**config.mk**
```make
export PLATFORM = sky130hd
export DESIGN_NAME = i2c_register_access_master_core
export DESIGN_NICKNAME = d
export VERILOG_FILES = /design/src/hw/rtl/i2c_rw_pkg.sv /design/src/hw/rtl/i2c_register_access_master_core.sv /design/src/hw/rtl/i2c_rw_seq.sv
export SDC_FILE = /design/constraint.sdc
export NUM_CORES = 1
export LEC_CHECK = 0
export BUFFER_PORTS_ARGS = -buffer_cell sky130_fd_sc_hd__buf_2
export CELL_PAD_IN_SITES_DETAIL_PLACEMENT = 1
export CELL_PAD_IN_SITES_GLOBAL_PLACEMENT = 1
export CORE_UTILIZATION = 35
export DETAILED_ROUTE_END_ITERATION = 8
export GPL_ROUTABILITY_DRIVEN = 0
export PLACE_DENSITY = 0.76
export SYNTH_ARGS = -nofsm -noshare
export SYNTH_HDL_FRONTEND = slang
export SYNTH_HIERARCHICAL = 1
export SYNTH_SLANG_ARGS = --single-unit
export TNS_END_PERCENT = 20
```
**constraint.sdc**
```tcl
create_clock -name clk_i -period 2.8 [get_ports clk_i]
set_input_delay 0.42 -clock clk_i [delete_from_list [all_inputs] [get_ports clk_i]]
set_output_delay 0.42 -clock clk_i [all_outputs]
set_load 0.1 [all_outputs]
```
**src/hw/rtl/i2c_rw_pkg.sv**
```systemverilog
// ----------------------------------------------------------------------------
// I2C register access master - shared definitions
// Opcodes, sequencer phase codes, header byte stages and word types.
// ----------------------------------------------------------------------------
package i2c_rw_pkg;

  // Opcodes of an input word
  localparam logic [1:0] OP_TICK  = 2'd0;
  localparam logic [1:0] OP_WRITE = 2'd1;
  localparam logic [1:0] OP_READ  = 2'd2;
  localparam logic [1:0] OP_DATA  = 2'd3;

  // Bus sequencer phases
  localparam logic [4:0] PH_IDLE = 5'd0;
  localparam logic [4:0] PH_ST0  = 5'd1;
  localparam logic [4:0] PH_ST1  = 5'd2;
  localparam logic [4:0] PH_ST2  = 5'd3;
  localparam logic [4:0] PH_WB0  = 5'd4;
  localparam logic [4:0] PH_WB1  = 5'd5;
  localparam logic [4:0] PH_WB2  = 5'd6;
  localparam logic [4:0] PH_WA0  = 5'd7;
  localparam logic [4:0] PH_WA1  = 5'd8;
  localparam logic [4:0] PH_WA2  = 5'd9;
  localparam logic [4:0] PH_RB0  = 5'd10;
  localparam logic [4:0] PH_RB1  = 5'd11;
  localparam logic [4:0] PH_RA0  = 5'd12;
  localparam logic [4:0] PH_RA1  = 5'd13;
  localparam logic [4:0] PH_RA2  = 5'd14;
  localparam logic [4:0] PH_SP0  = 5'd15;
  localparam logic [4:0] PH_SP1  = 5'd16;
  localparam logic [4:0] PH_WAIT = 5'd17;

  // Which header byte is on the wire
  localparam logic [1:0] STG_ADDR_W = 2'd0;
  localparam logic [1:0] STG_REG    = 2'd1;
  localparam logic [1:0] STG_ADDR_R = 2'd2;
  localparam logic [1:0] STG_DATA   = 2'd3;

  localparam int unsigned BitsPerByte = 8;
  localparam int unsigned CountPortW  = 16;

  typedef struct packed {
    logic [1:0]            op;
    logic [6:0]            target_address;
    logic [7:0]            register_index;
    logic [CountPortW-1:0] byte_count;
    logic [7:0]            write_data;
    logic                  sda_sample;
  } item_t;

  typedef struct packed {
    logic       scl_level;
    logic       sda_level;
    logic       byte_request;
    logic [7:0] read_data;
    logic       read_strobe;
    logic       finished;
    logic       nack_error;
    logic       busy_res;
  } result_t;

endpackage

```
**src/hw/rtl/i2c_register_access_master_core.sv**
```systemverilog
// ----------------------------------------------------------------------------
// I2C register access master - top level
// Input word register, bus sequencer and result word register.
// ----------------------------------------------------------------------------
// Software-timed I2C master for register reads and writes. Each input word is
// one bus delay period (op tick) or a command: begin write, begin read, or
// supply the next write byte when byte_request_o asks for it. Every accepted
// word yields exactly one result word with the SCL/SDA levels to drive next,
// read data strobes, and the finished/nack_error status. A word passes through
// an input register and then a result register; out_valid_o rises once the
// held word steps into the result register, and one word is taken every cycle
// while out_stall_i is low; the sequencer state update between the two
// registers sets that rate. The result register only holds while out_stall_i
// is high, and the input side stalls once the input register is full behind
// it. COUNT_WIDTH (1..16) sets how many low bits of byte_count_i are used.
module i2c_register_access_master_core #(
  parameter int unsigned COUNT_WIDTH = 16
) (
  input  logic        clk_i,
  input  logic        rst_ni,
  // input words
  input  logic        in_valid_i,
  output logic        in_stall_o,
  input  logic [1:0]  op_i,
  input  logic [6:0]  target_address_i,
  input  logic [7:0]  register_index_i,
  input  logic [15:0] byte_count_i,
  input  logic [7:0]  write_data_i,
  input  logic        sda_sample_i,
  // result words
  output logic        out_valid_o,
  input  logic        out_stall_i,
  output logic        scl_level_o,
  output logic        sda_level_o,
  output logic        byte_request_o,
  output logic [7:0]  read_data_o,
  output logic        read_strobe_o,
  output logic        finished_o,
  output logic        nack_error_o,
  output logic        busy_res_o
);

  logic                in_valid_q, in_valid_d;
  i2c_rw_pkg::item_t   item_q;
  logic                out_valid_q, out_valid_d;
  i2c_rw_pkg::result_t result_q, result_d;
  logic                step;

  // Advance the sequencer whenever a held word can move into the result slot
  assign step       = in_valid_q && (!out_valid_q || !out_stall_i);
  assign in_stall_o = in_valid_q && !step;

  assign in_valid_d  = in_stall_o ? in_valid_q : in_valid_i;
  assign out_valid_d = step ? 1'b1 : (out_valid_q && out_stall_i);

  always_ff @(posedge clk_i or negedge rst_ni) begin
    if (!rst_ni) begin
      in_valid_q  <= 1'b0;
      out_valid_q <= 1'b0;
    end else begin
      in_valid_q  <= in_valid_d;
      out_valid_q <= out_valid_d;
    end
  end

  // Capture the word on acceptance; hold it while stalled
  always_ff @(posedge clk_i) begin
    if (in_valid_i && !in_stall_o) begin
      item_q.op             <= op_i;
      item_q.target_address <= target_address_i;
      item_q.register_index <= register_index_i;
      item_q.byte_count     <= byte_count_i;
      item_q.write_data     <= write_data_i;
      item_q.sda_sample     <= sda_sample_i;
    end
  end

  i2c_rw_seq #(
    .COUNT_WIDTH(COUNT_WIDTH)
  ) u_seq (
    .clk_i   (clk_i),
    .rst_ni  (rst_ni),
    .step_i  (step),
    .item_i  (item_q),
    .result_o(result_d)
  );

  // Load a fresh result word on every step
  always_ff @(posedge clk_i) begin
    if (step) begin
      result_q <= result_d;
    end
  end

  assign out_valid_o    = out_valid_q;
  assign scl_level_o    = result_q.scl_level;
  assign sda_level_o    = result_q.sda_level;
  assign byte_request_o = result_q.byte_request;
  assign read_data_o    = result_q.read_data;
  assign read_strobe_o  = result_q.read_strobe;
  assign finished_o     = result_q.finished;
  assign nack_error_o   = result_q.nack_error;
  assign busy_res_o     = result_q.busy_res;

  // A finished transaction leaves the master idle
  a_fin_idle: assert property (@(posedge clk_i) disable iff (!rst_ni)
    (out_valid_q && result_q.finished) |-> !result_q.busy_res)
    else $error("finished while still busy");

  // An error flag only comes with the end of a transaction
  a_err_fin: assert property (@(posedge clk_i) disable iff (!rst_ni)
    (out_valid_q && result_q.nack_error) |-> result_q.finished)
    else $error("nack error without finished");

  // A held word must step as soon as the result slot frees up
  a_step_free: assert property (@(posedge clk_i) disable iff (!rst_ni)
    (in_valid_q && !out_valid_q) |=> (out_valid_q || !$past(in_valid_q)))
    else $error("held word did not advance");

endmodule

```
**src/hw/rtl/i2c_rw_seq.sv**
```systemverilog
// ----------------------------------------------------------------------------
// I2C register access master - bus sequencer
// Holds the transaction state and advances it by one word per step.
// ----------------------------------------------------------------------------
module i2c_rw_seq #(
  parameter int unsigned COUNT_WIDTH = 16
) (
  input  logic                clk_i,
  input  logic                rst_ni,
  input  logic                step_i,
  input  i2c_rw_pkg::item_t   item_i,
  output i2c_rw_pkg::result_t result_o
);

  logic [4:0]             phase_q, phase_d;
  logic [3:0]             bit_cnt_q, bit_cnt_d;
  logic [7:0]             shift_q, shift_d;
  logic [COUNT_WIDTH-1:0] bytes_left_q, bytes_left_d;
  logic [6:0]             saved_addr_q, saved_addr_d;
  logic [7:0]             saved_reg_q, saved_reg_d;
  logic                   read_mode_q, read_mode_d;
  logic                   byte_ready_q, byte_ready_d;
  logic                   scl_q, scl_d;
  logic                   sda_q, sda_d;
  logic [1:0]             stage_q, stage_d;
  logic                   nack_seen_q, nack_seen_d;

  logic [COUNT_WIDTH-1:0] bytes_dec;
  logic                   ack_level;
  logic [3:0]             bit_cnt_inc;
  logic [7:0]             shift_in;
  logic [7:0]             rdata;
  logic                   strobe, fin, err;

  assign bytes_dec   = (bytes_left_q != '0) ? bytes_left_q - COUNT_WIDTH'(1) : bytes_left_q;
  assign ack_level   = (bytes_left_q <= COUNT_WIDTH'(1));
  assign bit_cnt_inc = bit_cnt_q + 4'd1;
  assign shift_in    = {shift_q[6:0], item_i.sda_sample};

  always_comb begin
    phase_d      = phase_q;
    bit_cnt_d    = bit_cnt_q;
    shift_d      = shift_q;
    bytes_left_d = bytes_left_q;
    saved_addr_d = saved_addr_q;
    saved_reg_d  = saved_reg_q;
    read_mode_d  = read_mode_q;
    byte_ready_d = byte_ready_q;
    scl_d        = scl_q;
    sda_d        = sda_q;
    stage_d      = stage_q;
    nack_seen_d  = nack_seen_q;
    rdata        = 8'd0;
    strobe       = 1'b0;
    fin          = 1'b0;
    err          = 1'b0;

    case (item_i.op)
      i2c_rw_pkg::OP_WRITE, i2c_rw_pkg::OP_READ: begin
        if (phase_q == i2c_rw_pkg::PH_IDLE) begin
          saved_addr_d = item_i.target_address;
          saved_reg_d  = item_i.register_index;
          bytes_left_d = item_i.byte_count[COUNT_WIDTH-1:0];
          read_mode_d  = (item_i.op == i2c_rw_pkg::OP_READ);
          stage_d      = i2c_rw_pkg::STG_ADDR_W;
          shift_d      = {item_i.target_address, 1'b0};
          bit_cnt_d    = 4'd0;
          byte_ready_d = 1'b0;
          nack_seen_d  = 1'b0;
          phase_d      = i2c_rw_pkg::PH_ST0;
        end
      end
      i2c_rw_pkg::OP_DATA: begin
        if (phase_q == i2c_rw_pkg::PH_WAIT && !byte_ready_q) begin
          shift_d      = item_i.write_data;
          byte_ready_d = 1'b1;
        end
      end
      default: begin
        case (phase_q)
          i2c_rw_pkg::PH_IDLE: ;
          i2c_rw_pkg::PH_ST0: begin
            scl_d = 1'b1; sda_d = 1'b1; phase_d = i2c_rw_pkg::PH_ST1;
          end
          i2c_rw_pkg::PH_ST1: begin
            scl_d = 1'b1; sda_d = 1'b0; phase_d = i2c_rw_pkg::PH_ST2;
          end
          i2c_rw_pkg::PH_ST2: begin
            scl_d = 1'b0; sda_d = 1'b0; bit_cnt_d = 4'd0;
            phase_d = i2c_rw_pkg::PH_WB0;
          end
          i2c_rw_pkg::PH_WAIT: begin
            if (byte_ready_q) begin
              byte_ready_d = 1'b0;
              bit_cnt_d    = 4'd0;
              scl_d        = 1'b0;
              sda_d        = shift_q[7];
              phase_d      = i2c_rw_pkg::PH_WB1;
            end
          end
          i2c_rw_pkg::PH_WB0: begin
            scl_d = 1'b0; sda_d = shift_q[7]; phase_d = i2c_rw_pkg::PH_WB1;
          end
          i2c_rw_pkg::PH_WB1: begin
            scl_d = 1'b1; sda_d = shift_q[7]; phase_d = i2c_rw_pkg::PH_WB2;
          end
          i2c_rw_pkg::PH_WB2: begin
            scl_d     = 1'b0;
            sda_d     = shift_q[7];
            shift_d   = {shift_q[6:0], 1'b0};
            bit_cnt_d = bit_cnt_inc;
            phase_d   = (bit_cnt_inc >= 4'(i2c_rw_pkg::BitsPerByte)) ?
                        i2c_rw_pkg::PH_WA0 : i2c_rw_pkg::PH_WB0;
          end
          i2c_rw_pkg::PH_WA0: begin
            scl_d = 1'b0; sda_d = 1'b1; phase_d = i2c_rw_pkg::PH_WA1;
          end
          i2c_rw_pkg::PH_WA1: begin
            scl_d = 1'b1; sda_d = 1'b1; phase_d = i2c_rw_pkg::PH_WA2;
          end
          i2c_rw_pkg::PH_WA2: begin
            scl_d = 1'b0;
            sda_d = 1'b1;
            if (item_i.sda_sample) begin
              // no ACK from the target: abort through STOP
              nack_seen_d = 1'b1;
              phase_d     = i2c_rw_pkg::PH_SP0;
            end else begin
              case (stage_q)
                i2c_rw_pkg::STG_ADDR_W: begin
                  stage_d   = i2c_rw_pkg::STG_REG;
                  shift_d   = saved_reg_q;
                  bit_cnt_d = 4'd0;
                  phase_d   = i2c_rw_pkg::PH_WB0;
                end
                i2c_rw_pkg::STG_REG: begin
                  if (read_mode_q) begin
                    stage_d = i2c_rw_pkg::STG_ADDR_R;
                    shift_d = {saved_addr_q, 1'b1};
                    phase_d = i2c_rw_pkg::PH_ST0;
                  end else begin
                    stage_d      = i2c_rw_pkg::STG_DATA;
                    byte_ready_d = 1'b0;
                    phase_d      = (bytes_left_q != '0) ?
                                   i2c_rw_pkg::PH_WAIT : i2c_rw_pkg::PH_SP0;
                  end
                end
                i2c_rw_pkg::STG_ADDR_R: begin
                  stage_d   = i2c_rw_pkg::STG_DATA;
                  bit_cnt_d = 4'd0;
                  shift_d   = 8'd0;
                  phase_d   = (bytes_left_q != '0) ?
                              i2c_rw_pkg::PH_RB0 : i2c_rw_pkg::PH_SP0;
                end
                default: begin
                  bytes_left_d = bytes_dec;
                  byte_ready_d = 1'b0;
                  phase_d      = (bytes_dec != '0) ?
                                 i2c_rw_pkg::PH_WAIT : i2c_rw_pkg::PH_SP0;
                end
              endcase
            end
          end
          i2c_rw_pkg::PH_RB0: begin
            scl_d = 1'b1; sda_d = 1'b1; phase_d = i2c_rw_pkg::PH_RB1;
          end
          i2c_rw_pkg::PH_RB1: begin
            scl_d     = 1'b0;
            sda_d     = 1'b1;
            shift_d   = shift_in;
            bit_cnt_d = bit_cnt_inc;
            if (bit_cnt_inc >= 4'(i2c_rw_pkg::BitsPerByte)) begin
              rdata   = shift_in;
              strobe  = 1'b1;
              phase_d = i2c_rw_pkg::PH_RA0;
            end else begin
              phase_d = i2c_rw_pkg::PH_RB0;
            end
          end
          i2c_rw_pkg::PH_RA0: begin
            scl_d = 1'b0; sda_d = ack_level; phase_d = i2c_rw_pkg::PH_RA1;
          end
          i2c_rw_pkg::PH_RA1: begin
            scl_d = 1'b1; sda_d = ack_level; phase_d = i2c_rw_pkg::PH_RA2;
          end
          i2c_rw_pkg::PH_RA2: begin
            scl_d        = 1'b0;
            sda_d        = ack_level;
            bytes_left_d = bytes_dec;
            bit_cnt_d    = 4'd0;
            shift_d      = 8'd0;
            phase_d      = (bytes_dec != '0) ? i2c_rw_pkg::PH_RB0 : i2c_rw_pkg::PH_SP0;
          end
          i2c_rw_pkg::PH_SP0: begin
            scl_d = 1'b1; sda_d = 1'b0; phase_d = i2c_rw_pkg::PH_SP1;
          end
          i2c_rw_pkg::PH_SP1: begin
            scl_d       = 1'b1;
            sda_d       = 1'b1;
            fin         = 1'b1;
            err         = nack_seen_q;
            nack_seen_d = 1'b0;
            phase_d     = i2c_rw_pkg::PH_IDLE;
          end
          default: phase_d = i2c_rw_pkg::PH_IDLE;
        endcase
      end
    endcase
  end

  always_comb begin
    result_o.scl_level    = scl_d;
    result_o.sda_level    = sda_d;
    result_o.byte_request = (phase_d == i2c_rw_pkg::PH_WAIT) && !byte_ready_d;
    result_o.read_data    = rdata;
    result_o.read_strobe  = strobe;
    result_o.finished     = fin;
    result_o.nack_error   = err;
    result_o.busy_res     = (phase_d != i2c_rw_pkg::PH_IDLE);
  end

  always_ff @(posedge clk_i or negedge rst_ni) begin
    if (!rst_ni) begin
      phase_q      <= i2c_rw_pkg::PH_IDLE;
      bit_cnt_q    <= 4'd0;
      shift_q      <= 8'd0;
      bytes_left_q <= '0;
      saved_addr_q <= 7'd0;
      saved_reg_q  <= 8'd0;
      read_mode_q  <= 1'b0;
      byte_ready_q <= 1'b0;
      scl_q        <= 1'b1;
      sda_q        <= 1'b1;
      stage_q      <= i2c_rw_pkg::STG_ADDR_W;
      nack_seen_q  <= 1'b0;
    end else if (step_i) begin
      phase_q      <= phase_d;
      bit_cnt_q    <= bit_cnt_d;
      shift_q      <= shift_d;
      bytes_left_q <= bytes_left_d;
      saved_addr_q <= saved_addr_d;
      saved_reg_q  <= saved_reg_d;
      read_mode_q  <= read_mode_d;
      byte_ready_q <= byte_ready_d;
      scl_q        <= scl_d;
      sda_q        <= sda_d;
      stage_q      <= stage_d;
      nack_seen_q  <= nack_seen_d;
    end
  end

  // Bit counter never runs past one byte
  a_bit_cnt_range: assert property (@(posedge clk_i) disable iff (!rst_ni)
    bit_cnt_q <= 4'(i2c_rw_pkg::BitsPerByte))
    else $error("bit counter past one byte");

  // A supplied byte is only held while waiting to send it
  a_byte_ready_wait: assert property (@(posedge clk_i) disable iff (!rst_ni)
    byte_ready_q |-> phase_q == i2c_rw_pkg::PH_WAIT)
    else $error("byte ready outside wait phase");

  // A pending abort always drains through STOP
  a_nack_in_stop: assert property (@(posedge clk_i) disable iff (!rst_ni)
    nack_seen_q |-> (phase_q == i2c_rw_pkg::PH_SP0 || phase_q == i2c_rw_pkg::PH_SP1))
    else $error("nack pending outside STOP");

endmodule
```
==> Word-level counts from Yosys, hierarchy flattened <==
Cells that the tools add are included.
{ "totals": {"input_bits": 46, "mem_bits_rw": 0, "wordCells": 173, "ff_bits": 114, "rom_bits": 0, "n_memories": 0, "latchBits": 0} }
{ "op_classes": {"n_eq_ne": 34, "mul": 0, "bitwise": 4, "magnitude_cmp": 2, "reduce_logical": 45, "n_addsub": 2, "n_mux": 58, "shifts": 0, "div": 0} }
{ "ops": {"columns": ["cell", "n"], "rows": [
  ["$pmux 5 s17", 1],
  ["$mux 16", 4],
  ["$pmux 16 s2", 2],
  ["$eq 5x4->1 const B", 8],
  ["$mux 8", 4],
  ["$pmux 8 s4", 1],
  ["$reduce_bool 16->1", 2],
  ["$mux 5", 6],
  ["$pmux 8 s3", 1],
  ["$eq 5x3->1 const B", 4],
  ["$le 16x1->1 const B", 1],
  ["$mux 4", 4],
  ["$pmux 4 s4", 1],
  ["$pmux 8 s2", 1],
  ["$reduce_or 8->1", 2],
  ["$sub 16x1->16 const B", 1],
  ["$eq 5x5->1 const B", 3],
  ["$ne 3x2->1 const B", 5],
  ["$pmux 5 s3", 1],
  ["$reduce_or 3->1", 5],
  ["$mux 1", 14],
  ["$reduce_and 7->1", 2],
  ["$reduce_and 6->1", 2],
  ["$eq 5x2->1 const B", 2],
  ["other kinds (35)", 68]
]} }

==> Logic depth before layout (Yosys ltp) <==
{ "depth": {"word_depth": 10, "mapped_depth": 11, "depth_no_buf": 10} }

==> By module <==
The synthesis kept the hierarchy.
{ "modules_own_cells": {"columns": ["module", "n_inst", "area_per_inst_um2", "cells_per_inst"], "rows": [
  ["i2c_rw_seq", 1, 4304.1, 522],
  ["i2c_register_access_master_core", 1, 1804.2, 65]
]} }

==> Least setup slack after synthesis <==
Ideal clock, no wire load.
{ "synth_timing": {"path_type": "reg-to-reg", "start": "register out_valid_q (netlist: out_valid_o)", "end": "register u_seq.bytes_left_q[10]", "setup_ns": 0.134, "required_time_ns": 2.666, "path_buffers": 3, "path_stages_with_launch": 10, "t_arrival_ns": 3.488, "synth_period_minus_slack_ns": 3.622, "path_slack_ns": -0.822, "path_cell_list": "dfrtp_1 a21boi_0 buf_1 a21bo_2 nor2_1 o31ai_1 clkbuf_1 clkbuf_1 nand2_1 o21ai_0"} }
{ "synth_via": {"elab_chain_cells": 4} }
{ "synth_rtl": {"columns": ["element", "line_no", "rtl"], "rows": [
  ["from (decl)", "i2c_register_access_master_core.sv:45", "logic out_valid_q, out_valid_d;"],
  ["from (signal assigned)", "i2c_register_access_master_core.sv:62", "out_valid_q <= out_valid_d;"],
  ["$logic_not 1->1", "i2c_register_access_master_core.sv:50", "assign step = in_valid_q && (!out_valid_q || !out_stall_i);"],
  ["$logic_or 1x1->1", "i2c_register_access_master_core.sv:50", null],
  ["$logic_and 1x1->1", "i2c_register_access_master_core.sv:50", null],
  ["net step", "i2c_register_access_master_core.sv:47", "logic step;"],
  ["$reduce_and 6->1 (no line)", null, null],
  ["to (signal assigned)", "i2c_rw_seq.sv:240", "bytes_left_q <= bytes_left_d;"],
  ["to (decl)", "i2c_rw_seq.sv:18", "logic [COUNT_WIDTH-1:0] bytes_left_q, bytes_left_d;"]
]} }
The timed path passes the listed nets, and every way through them passes these cells.
A chain may end at the register's enable or synchronous reset.

==> flow_summary.toml <==
[logic_synthesis]
syn_nets = 643
ys_types = 74
synth_seq_cells = 114
ys_warn_count = 6
synthTopCellsByArea = "edfxtp_1, dfrtp_1, mux2_2, a21oi_1, o21ai_0"
synth_area_sq_um = 6110
synth_edf_count = 57
synthFlopType = "edfxtp_1"
yosys.area.top_type = "edfxtp_1"
async_flop_share = 0.500
avgSynthCellArea_sq_um = 10.4
synth-seq-area-share = 0.514
synth.top_cell.area_share = 0.280
syn_inst = 587

[critical_path]
required_ps = 3040
cp_num_buf_inv = 3
arrival_ps = 3290
start_kind = "flip-flop"
worstPathMaxFanout = 5
path_class = "flip-flop to flip-flop"
worstSetupEndpointType = "flip-flop"
critPathTopFamily = "simple AND/OR/NAND/NOR gates"
crit_slowest_cell = "dfrtp_1"
cp_slowest_stage_delay_ps = 380
path_cells = "inv_2, ha_4, nor4b_2, buf_4, and4_1, buf_4, a21o_1, a21oi_1, o211ai_1, a41o_1, nor4_2, nor4b_2"

[pwr]
p_leak_nw = 3.15
totalPowerFinal_mw = 8.14
p_per_area_nw_per_um2 = 1040
irDropWorstVdd_mv = 0.511

[drt]
via_count = 5203
vias_per_cell = 5.58
met2WireLength_um = 9130
avgRoutedWirePerCell_um = 19.5
drt.antenna.violating_nets = 0
dr.pass1.iters = 5
drt_iter0_drc = 344
drc = 0
routed-wl-met3_um = 713
routed_wl_um = 18200
met1Wirelength_um = 7830
dr.max_layer_used = "met4"

[placement]
placedCellCount = 901
port_buffers = 62
dp_hpwl_um = 12900

[timing]
drv_slew = 0
slew_headroom = 0.524
min_period_ps = 3050
clock.fmax_mhz = 328
period_share = 1.09
finalSetupViolCount = 5
finalWorstSetupSlack_ps = -250
finClkSkew_ps = 7.86
rsz0062_at_grt = "true"
tightest_slew_ps = 715
hold_viol_final = 0

[clock_tree]
hold_buffers = 0
clkSlewWorstSetupHoldPaths_ps = 60
clock_latency_ps = 420
cts_root_buffer = "clkbuf_16"
clockBufferDepth = 2
clkSinkCount = 114
htree_levels = 4
cts_tree = "done"
cts_made_buffers = 17

[global_route]
grt_pass1_wl_um = 29600
grt_pass1_vias = 5536
antenna_found_initial = 0
grt-ovfl-total = 0
grt_max_degree = 44
grt_usage = 0.215

[layout]
drive_gt1_frac = 0.328
nFillCells = 1907
diodes = 0
nets = 756
final_cells = 933
area_delta_synth_final_pct = 27.6

[floorplanning]
num_rows = 47
die_h_um = 134
core_area_sq_um = 16800
ios = 63
dieWidth_um = 134
die_area_sq_um = 18000
start_util = 0.363

[min_path]
hold_path.class = "input pin to async pin"

[status]
violations = "negative setup slack"
status = "complete, but fails checks"

[run]
maxCapViolCount = 0
==> cell usage in the layout, fill, tap and decap left out, drive strengths merged, types with 19 or more instances in the layout <==
cell type and n:
a21oi 52, buf 138, dfrtp 55, edfxtp 57
inv 19, mux2 27, nand2 34, nor2 58
nor3 20, o21ai 50
==> sequential cells by signal (all words and copies together), names as in the netlist, 2 cells and up <==
signal / flops
u_seq/stage_q: 2
u_seq/bit_cnt_q: 4
item_q: 42
u_seq/shift_q: 8
read_data_o: 8
u_seq/saved_addr_q: 7
u_seq/saved_reg_q: 8
u_seq/phase_q: 5
u_seq/bytes_left_q: 16
==> cell families (layout without fill, tap and decap cells) <==
family	Yosys count	in the layout	synth area share
AND/OR/NAND/NOR	184	184	0.162
buffers and inverters	61	187	0.0453
multiplexers	32	32	0.0580
XOR/XNOR	2	2	0.00287
flip-flops	114	114	0.514
AO/OA/AOI/OAI	184	184	0.198
adder cells (fa/ha/maj)	10	10	0.0205
==> cell usage after synthesis (4+ instances only) <==
cell,n
a32oi_1,7
nand3_1,5
nor2b_1,8
buf_1,6
a211oi_1,5
nand2_1,33
a21o_1,4
nand2b_1,10
inv_1,16
a21oi_1,52
dfrtp_1,55
mux2_2,27
mux2i_1,5
ha_1,10
o31ai_1,9
nor4_1,6
nor3_1,18
edfxtp_1,57
a31oi_1,5
buf_4,6
a221oi_1,8
o21ai_0,49
a22oi_1,16
and2_1,12
clkbuf_1,27
nor2_1,58
==> metrics by stage <==
stage	setup WS, ps	hold slack [ps]	cell area [sq um]	TNS, ps	utilization
after detailed placement	-333	469	7130	-1210	0.424
after CTS	-190	49.1	7780	-399	0.463
after global placement	-117	467	7130	-242	0.424
final	-250	41.4	7800	-640	0.464
after floorplan	-108	124	6150	-197	-
after global routing	-353	86.8	7800	-1240	0.464
==> area by class of cell <==
type / instances / area, sq um / area share
Tap cell: 220 / 275 / 0.0353
Clock buffer: 18 / 439 / 0.0563
Sequential cell: 114 / 3140 / 0.403
Clock inverter: 14 / 178 / 0.0228
Multi-Input combinational cell: 412 / 2790 / 0.358
Timing Repair Buffer: 138 / 906 / 0.116
Inverter: 17 / 63.8 / 0.00818
==> layer usage <==
metal / global-route usage / vias to the layer above
li1: - / 2423
met1: 0.256 / 2600
met2: 0.369 / 134
met3: 0.0491 / 46
met4: 0.0955 / 0
met5: 0 / -
==> where the power goes <==
group	switching, mW	internal, mW
sequential	0.419	2.20
combinational	1.86	1.41
clock	0.820	1.43
==> repair_timing <==
action | CTS | global route
resized for setup | 7 | 3
endpoints found under the setup margin | 6 | 7
buffers inserted | 0 | 0
pin swaps | 2 | 0
endpoints found under the hold margin | 0 | 0
==> worst paths after layout <==
check / depth (start not counted) / from / slack, ps / end
setup / recovery: 12 / u_seq/bytes_left_q[1]$_DFFE_PN0P_ / -250 / byte_request_o$_DFFE_PP_
hold / removal: 1 / rst_ni / 40 / u_seq/bytes_left_q[10]$_DFFE_PN0P_
setup reg to reg: 12 / u_seq/bytes_left_q[1]$_DFFE_PN0P_ / -250 / byte_request_o$_DFFE_PP_
hold reg to reg: 1 / item_q[32]$_DFFE_PP_ / 480 / u_seq/saved_reg_q[7]$_DFFE_PN0P_
max in group asynchronous: 2 / rst_ni / 1990 / u_seq/saved_reg_q[4]$_DFFE_PN0P_
min in group clk_i: 1 / byte_count_i[7] / 170 / item_q[16]$_DFFE_PP_
(Power assumes the default switching activity.)
